===== src/hdl/spu_pkg.sv =====
// ----------------------------------------------------------------------------
// spu_pkg: shared types and constants of the sllod particle update
// fixed-point widths, payload structs, pipeline context and register indexes
// ----------------------------------------------------------------------------
package spu_pkg;

    // field widths
    localparam int VAL_W   = 32;               // signed Q16.16 values
    localparam int COEF_W  = 16;               // signed Q4.12 tensor coefficients
    localparam int ROW_W   = 3 * COEF_W;       // one packed tensor row
    localparam int MASS_W  = 16;               // unsigned Q8.8 mass
    localparam int DT_W    = 16;               // unsigned Q0.16 time step
    localparam int HDT_W   = 32;               // unsigned Q0.32 half step squared
    localparam int FRAC    = 12;               // coefficient fraction bits

    // internal widths
    localparam int DIFF_W  = VAL_W + 1;        // pos - ref, exact
    localparam int PROD_W  = COEF_W + DIFF_W;  // coefficient times component
    localparam int ACC_W   = PROD_W + 2;       // sum of three products
    localparam int SF_W    = ACC_W - FRAC;     // tensor result after scaling
    localparam int FP_W    = SF_W + MASS_W + 1;// shear term times mass
    localparam int NUM_W   = 64;               // dividend before shift
    localparam int QUO_W   = 40;               // dividend magnitude / quotient
    localparam int QS_W    = QUO_W + 1;        // signed quotient
    localparam int SUM_W   = 50;               // headroom for sums before clamp

    // divider shape
    localparam int DIV_BITS   = 4;
    localparam int DIV_STAGES = QUO_W / DIV_BITS;

    // shifts of the two divided terms, the drift term and the shear force
    localparam int POS_SHIFT = 24;
    localparam int VEL_SHIFT = 9;
    localparam int AT_SHIFT  = 16;
    localparam int FRC_SHIFT = 8;

    // configuration port
    localparam int CFG_IDX_W  = 3;
    localparam int CFG_DATA_W = ROW_W;

    localparam logic [CFG_IDX_W-1:0] REG_SHEAR_ROW_X       = 3'd0;
    localparam logic [CFG_IDX_W-1:0] REG_SHEAR_ROW_Y       = 3'd1;
    localparam logic [CFG_IDX_W-1:0] REG_SHEAR_ROW_Z       = 3'd2;
    localparam logic [CFG_IDX_W-1:0] REG_REF_X             = 3'd3;
    localparam logic [CFG_IDX_W-1:0] REG_REF_Y             = 3'd4;
    localparam logic [CFG_IDX_W-1:0] REG_REF_Z             = 3'd5;
    localparam logic [CFG_IDX_W-1:0] REG_TIME_STEP         = 3'd6;
    localparam logic [CFG_IDX_W-1:0] REG_HALF_STEP_SQUARED = 3'd7;

    localparam logic [DT_W-1:0]   DT_RESET   = 16'd655;
    localparam logic [HDT_W-1:0]  HDT_RESET  = 32'd214748;
    localparam logic [MASS_W-1:0] MASS_ONE   = 16'd1;

    localparam logic [VAL_W-1:0] VAL_MAX = {1'b0, {(VAL_W-1){1'b1}}};
    localparam logic [VAL_W-1:0] VAL_MIN = {1'b1, {(VAL_W-1){1'b0}}};

    typedef logic [2:0][VAL_W-1:0]  vec_t;
    typedef logic [2:0][DIFF_W-1:0] diff_vec_t;
    typedef logic [2:0][ACC_W-1:0]  acc_vec_t;
    typedef logic [2:0][ROW_W-1:0]  tensor_t;

    typedef struct packed {
        logic              mode;
        logic              frozen;
        logic [MASS_W-1:0] mass;
        logic [VAL_W-1:0]  pos_x;
        logic [VAL_W-1:0]  pos_y;
        logic [VAL_W-1:0]  pos_z;
        logic [VAL_W-1:0]  vel_x;
        logic [VAL_W-1:0]  vel_y;
        logic [VAL_W-1:0]  vel_z;
        logic [VAL_W-1:0]  frc_x;
        logic [VAL_W-1:0]  frc_y;
        logic [VAL_W-1:0]  frc_z;
    } in_item_t;

    typedef struct packed {
        logic [VAL_W-1:0] new_pos_x;
        logic [VAL_W-1:0] new_pos_y;
        logic [VAL_W-1:0] new_pos_z;
        logic [VAL_W-1:0] new_vel_x;
        logic [VAL_W-1:0] new_vel_y;
        logic [VAL_W-1:0] new_vel_z;
        logic [VAL_W-1:0] new_frc_x;
        logic [VAL_W-1:0] new_frc_y;
        logic [VAL_W-1:0] new_frc_z;
    } out_item_t;

    // per-particle state that travels down the pipeline
    typedef struct packed {
        logic              mode;
        logic              frozen;
        logic [2:0]        neg;
        logic [MASS_W-1:0] mass;
        vec_t              pos;
        vec_t              vel;
        vec_t              frc;
        vec_t              aterm;
    } ctx_t;

    // clamp a wide signed sum to the value range
    function automatic logic [VAL_W-1:0] sat_val(input logic signed [SUM_W-1:0] s);
        logic ovf;
        ovf = (s[SUM_W-1:VAL_W-1] != {(SUM_W-VAL_W+1){1'b0}})
           && (s[SUM_W-1:VAL_W-1] != {(SUM_W-VAL_W+1){1'b1}});
        if (ovf)
        begin
            return s[SUM_W-1] ? VAL_MIN : VAL_MAX;
        end
        return s[VAL_W-1:0];
    endfunction

endpackage


===== src/hdl/spu_floor_div.sv =====
// ----------------------------------------------------------------------------
// spu_floor_div: pipelined unsigned divider by the particle mass
// restoring division, a few quotient bits per stage
// ----------------------------------------------------------------------------
module spu_floor_div (
    input  logic                        clk,
    input  logic                        en,
    input  logic [spu_pkg::QUO_W-1:0]   num,
    input  logic [spu_pkg::MASS_W-1:0]  den,
    output logic [spu_pkg::QUO_W-1:0]   quo
);

    localparam int NS = spu_pkg::DIV_STAGES;

    // work holds remaining dividend bits on top, quotient bits fill from below
    logic [spu_pkg::QUO_W-1:0]  work_reg  [NS];
    logic [spu_pkg::MASS_W-1:0] rem_reg   [NS];
    logic [spu_pkg::MASS_W-1:0] den_reg   [NS];
    logic [spu_pkg::QUO_W-1:0]  work_next [NS];
    logic [spu_pkg::MASS_W-1:0] rem_next  [NS];
    logic [spu_pkg::MASS_W-1:0] den_src   [NS];

    always_comb
    begin
        logic [spu_pkg::QUO_W-1:0]  w;
        logic [spu_pkg::MASS_W-1:0] r;
        logic [spu_pkg::MASS_W-1:0] d;
        logic [spu_pkg::MASS_W:0]   trial;
        for (int s = 0; s < NS; s++)
        begin
            if (s == 0)
            begin
                w = num;
                r = '0;
                d = den;
            end
            else
            begin
                w = work_reg[s-1];
                r = rem_reg[s-1];
                d = den_reg[s-1];
            end
            for (int b = 0; b < spu_pkg::DIV_BITS; b++)
            begin
                trial = {r, w[spu_pkg::QUO_W-1]};
                w     = {w[spu_pkg::QUO_W-2:0], 1'b0};
                if (trial >= {1'b0, d})
                begin
                    trial = trial - {1'b0, d};
                    w[0]  = 1'b1;
                end
                r = trial[spu_pkg::MASS_W-1:0];
            end
            work_next[s] = w;
            rem_next[s]  = r;
            den_src[s]   = d;
        end
    end

    always_ff @(posedge clk)
    begin
        if (en)
        begin
            for (int s = 0; s < NS; s++)
            begin
                work_reg[s] <= work_next[s];
                rem_reg[s]  <= rem_next[s];
                den_reg[s]  <= den_src[s];
            end
        end
    end

    assign quo = work_reg[NS-1];

endmodule


===== config.mk =====
export PLATFORM = sky130hd
export DESIGN_NAME = spu_floor_div
export DESIGN_NICKNAME = d
export VERILOG_FILES = /design/src/hdl/spu_pkg.sv /design/src/hdl/spu_floor_div.sv
export SDC_FILE = /design/constraint.sdc
export NUM_CORES = 2
export LEC_CHECK = 0
export BUFFER_PORTS_ARGS = -buffer_cell sky130_fd_sc_hd__buf_2
export CORE_MARGIN = 1.5
export CORE_UTILIZATION = 36
export CTS_BUF_LIST = sky130_fd_sc_hd__clkbuf_2 sky130_fd_sc_hd__clkbuf_4 sky130_fd_sc_hd__clkbuf_8
export CTS_CLUSTER_DIAMETER = 150
export DETAILED_ROUTE_END_ITERATION = 12
export SYNTH_ARGS = -nofsm -noshare
export SYNTH_HDL_FRONTEND = slang
export SYNTH_SLANG_ARGS = --single-unit

===== constraint.sdc =====
create_clock -name clk -period 16.6 [get_ports clk]
set_clock_uncertainty 0.1 [all_clocks]
set_input_delay 4.98 -clock clk [delete_from_list [all_inputs] [get_ports clk]]
set_output_delay 4.98 -clock clk [all_outputs]
set_load 0.005 [all_outputs]

-- Word-level counts from Yosys, hierarchy flattened
Memory sizes are Yosys's and may differ from the RTL's.
Index checks and enable logic that the tools add are counted.
- register bits after elaboration: 0
- input bits: 58
- memories: 3
- word-level logic and storage cells: 165
- memory bits (writable): 720
- output and inout port bits: 40
- memory list (memory ; words ; bits a word ; read ports ; clocked after Yosys merged registers in ; wr ports ; RTL line ; text):
    work_reg ; 10 ; 40 ; 10 ; 0 ; 10 ; spu_floor_div.sv:16 ; logic [spu_pkg::QUO_W-1:0] work_reg [NS];
    den_reg ; 10 ; 16 ; 9 ; 0 ; 10 ; spu_floor_div.sv:18 ; logic [spu_pkg::MASS_W-1:0] den_reg [NS];
    rem_reg ; 10 ; 16 ; 9 ; 0 ; 10 ; spu_floor_div.sv:17 ; logic [spu_pkg::MASS_W-1:0] rem_reg [NS];
- $add $sub $neg: 40
- magnitude comparators: 40
- mux-type cells: 82
- operators by type and width (kind ; count):
    >= comparator 17 x 16 -> 1 bit ; 39
    two-way mux 16 bit ; 40
    subtractor 16 bit ; 39
    two-way mux 1 bit ; 42
    >= comparator 1 x 16 -> 1 bit ; 1
    subtractor 1 x 16 -> 16 bit ; 1

-- Longest topological paths before layout
- depth after elaboration: 8
- mapped depth: 50
- depth with buffers taken out: 47

-- Worst setup path after synthesis
Ideal clock, no wire load.
- kind: input to register
- start point: input port num[39] (netlist name)
- end point: memory rem_reg[0][10] (netlist name) (data pin)
- arrival: 13.747 ns
- stages: 45
- setup time: 0.262 ns
- setup slack: 2.491 ns
- data required time: 16.238 ns
- path buffers: 5
- path through: inv_1 -> ha_1 -> inv_1 -> ha_1 -> a21oi_1 -> nor3_4 -> clkbuf_1 -> o31a_1 -> ha_1 -> a21o_1 -> a21o_1 -> a21oi_1 -> a211oi_1 -> o31ai_1 -> and2_1 -> clkbuf_1 -> inv_1 -> a21oi_1 -> (+9 left out) -> buf_6 -> buf_2 -> nor2_1 -> a21oi_1 -> inv_1 -> ha_1 -> nor2b_1 -> o21ai_0 -> a21boi_0 -> o21ai_0 -> a21boi_0 -> o21ai_0 -> a311oi_1 -> a31o_2 -> a221oi_1 -> o211ai_4 -> buf_8 -> mux2_1
- RTL lines (item ; RTL line ; text):
    start: declaration ; spu_floor_div.sv:8 ; input logic [spu_pkg::QUO_W-1:0] num,
    end: declaration ; spu_floor_div.sv:17 ;

==> reports/results.txt <==
DP HPWL = 110 mm
Async set-reset flop share out of synthesis = 0
Die W = 396 µm
Routed WL per cell = 18.1 µm
Post-Syn Area = 55700 µm²
Number of synthesized register bits = 688
Setup-failing EPs final = 0
CP Launch Type = primary input
# rows = 144
Slew margin rel. = 0.265
Gr usage total = 0.178
CTS tree = yes
Drt drc = 0
Worst setup path endpoint = rem_reg[0][2]
Period utilization = 0.878
CP startpoint = num[39]
Period minus WS final = 14.58 ns
Worst-margin pin slew = 1.07 ns
Max-cap violations = 0
Met2 wire len = 65.2 mm
Sink Count = 688
Worst-case clock buffer depth = 3
Crit. End Element = flop
Number of I/O port buffers = 97
Worst path bufs/invs = 6
Initial Utilization = 0.362
Final Max Slew Viols = 0
Vias per cell = 5.40
Total CTS buffers = 133
Hold Vio Cnt, Final = 0
R2R depth = 45
First-pass GRT wire length = 223 mm
Largest delay share family, worst path = compound AO/OA/AOI/OAI gates
Critical path class = primary input to flop
GRT overflow = 0
Max layer used = met4
R2r startpoint = den_reg[1][1]
CP Data Required Time = 17.07 ns
Setup TNS = 0 ns
Nets@finish = 6418
CTS root buffer = clkbuf_8
Clock latency on the worst-skew pair = 0.86 ns
Drt first pass iters = 6
Worst-path clk slew = 0.07 ns
Syn Inst Count = 5507
Critical path's slowest cell = a21oi_1
DRT Wirelength = 142 mm
Slowest stage delay, CP = 0.47 ns
Syn Area/Cell = 10.1 µm²
ANT nets after route = 0
Yosys warns = 0
Largest net degree at the start of global routing = 164
Placer Congestion = 0.902
WL met3 = 6.40 mm
Initial antenna violation count = 4
Dominant synthesized flop cell = edfxtp_1
Fmax = 68.6 MHz
Filler Cell Count = 15100
Die ar. = 157000 µm²
WL met1 = 66.3 mm
Post-synth EDFFs = 688
Core Footprint = 154000 µm²
Max reg flops = 400
Layout cells sized above 1 = 0.129
CP Depth = 41
Vias = 42300
R2r endpoint = rem_reg[2][6]
H-tree levels = 4
Unrepaired setup endpoints after global routing = false
Number of global-route vias before repair = 41000
Tightest hold margin = 0.270 ns
Net Count, Synth = 6229
Detailed Route Iter0 Violations = 3053
Distinct cells, synth = 105
Resized Gates After CTS = 0
Hold Buf Count CTS = 0
Hold Path Class = flop to flop
Synth-to-layout area growth = 10.3%
Outcome = finished, final reports clean
Flop-to-flop setup slack = 3.90 ns
Die height = 396 µm
Post-synthesis sequential area ratio = 0.371
Most common cell on crit path = ha_1
Post-CTS Setup Repair Bufs = 0
Worst-path fanout max = 17
Crit path DAT = 15.05 ns
Number of I/O pins = 98
cell type report:
cell class | count | area, µm² | share of cell area
clock buffers | 159 | 2040 | 0.0332
diodes | 3 | 7.51 | 0.000122
inverters | 384 | 1440 | 0.0235
repair buffers | 134 | 786 | 0.0128
clock inverters | 65 | 682 | 0.0111
well taps | 2044 | 2560 | 0.0416
multi-input cells | 4355 | 33200 | 0.541
flip-flops and latches | 688 | 20700 | 0.336
worst min path at each step:
stage,start,end,depth (start not counted)
6_report,work_reg[6][9],work_reg[7][13],0
5_1_grt,work_reg[6][9],work_reg[7][13],0
4_1_cts,work_reg[6][9],work_reg[7][13],0
3_5_place_dp,work_reg[0][30],work_reg[1][34],0
3_3_place_gp,work_reg[7][4],work_reg[8][8],0
2_1_floorplan,work_reg[0][6],work_reg[1][10],0
synthesized netlist by cell type (47+ instances only):
cell        n  area [µm²]
o21ai_0   351        1760
xnor2_1   278        2430
nand2_1   315        1180
xor2_1    152        1330
inv_1     376        1410
o21a_1    112         841
o21bai_1   47         353
edfxtp_1  688       20700
mux2i_1    48         480
nand3_1   109         546
nor3_1    130         651
nand2b_1   63         394
nor2b_1   103         644
a21o_1    149        1120
nand4_1   101         632
mux2_2    270        3040
nor2_1    341        1280
ha_1      626        7830
a21oi_1   430        2150
worst register-to-register path, delay by kind of cell (launching register included):
kind,cells,cell delay (ns)
AO/OA/AOI/OAI,22,7.36
buffers and inverters,5,1.06
flip-flops,1,0.51
adder cells (fa/ha/maj),4,1.21
AND/OR/NAND/NOR,13,1.74
multiplexers,1,0.45
logic make-up after synthesis:
| group | share of synthesized area |
|---|---|
| buffers and inverters | 0.0325 |
| AOI/OAI and AO/OA | 0.178 |
| DFF | 0.371 |
| adders and majority gates | 0.154 |
| muxes | 0.0719 |
| and+or+nand+nor | 0.124 |
| xor gates and xnor gates | 0.0676 |
metal layers:
layer | vias up | global-route usage
li1 | 21100 | -
met1 | 20100 | 0.238
met3 | 217 | 0.0277
met2 | 889 | 0.290
met5 | - | 0
met4 | 0 | 0.0614
through the flow:
stage                     area, µm²   util  cells  worst slack, ns
final                         61400  0.399   7832             2.02
after global routing          61400  0.399   7832             1.42
after CTS                     61400  0.399   7829             2.12
after detailed placement      58700  0.381   7605             1.18
after global placement        58700  0.381   7605             1.20
after floorplan               55700      -   5507             2.49
placed cells by master, fill, tap and decap left out, types with 26 or more instances in the layout:
cell type and count:
and3_1 38, mux2i_1 48, o211ai_1 32, xor2_1 152, nand2_1 315, o31ai_1 32, or3_1 33, o21ai_0 351
edfxtp_1 688, buf_4 36, o21a_1 112, a21o_1 149, a211oi_1 44, o21bai_1 47, or2_2 41, o31a_1 34
inv_1 376, nand4_1 101, and2_1 26, buf_2 96, nor2b_1 103, a21oi_1 430, xnor2_1 278, ha_1 626
a21boi_0 33, nor2_1 341, mux2_2 270, clkbuf_8 135, a31oi_1 27, nand2b_1 63, nand3_1 108, nor3_1 130
fa_1 38, nor4_1 29
Power is not shown: default switching activity piles up to over one toggle a cycle in this logic, so the estimate is an artifact.
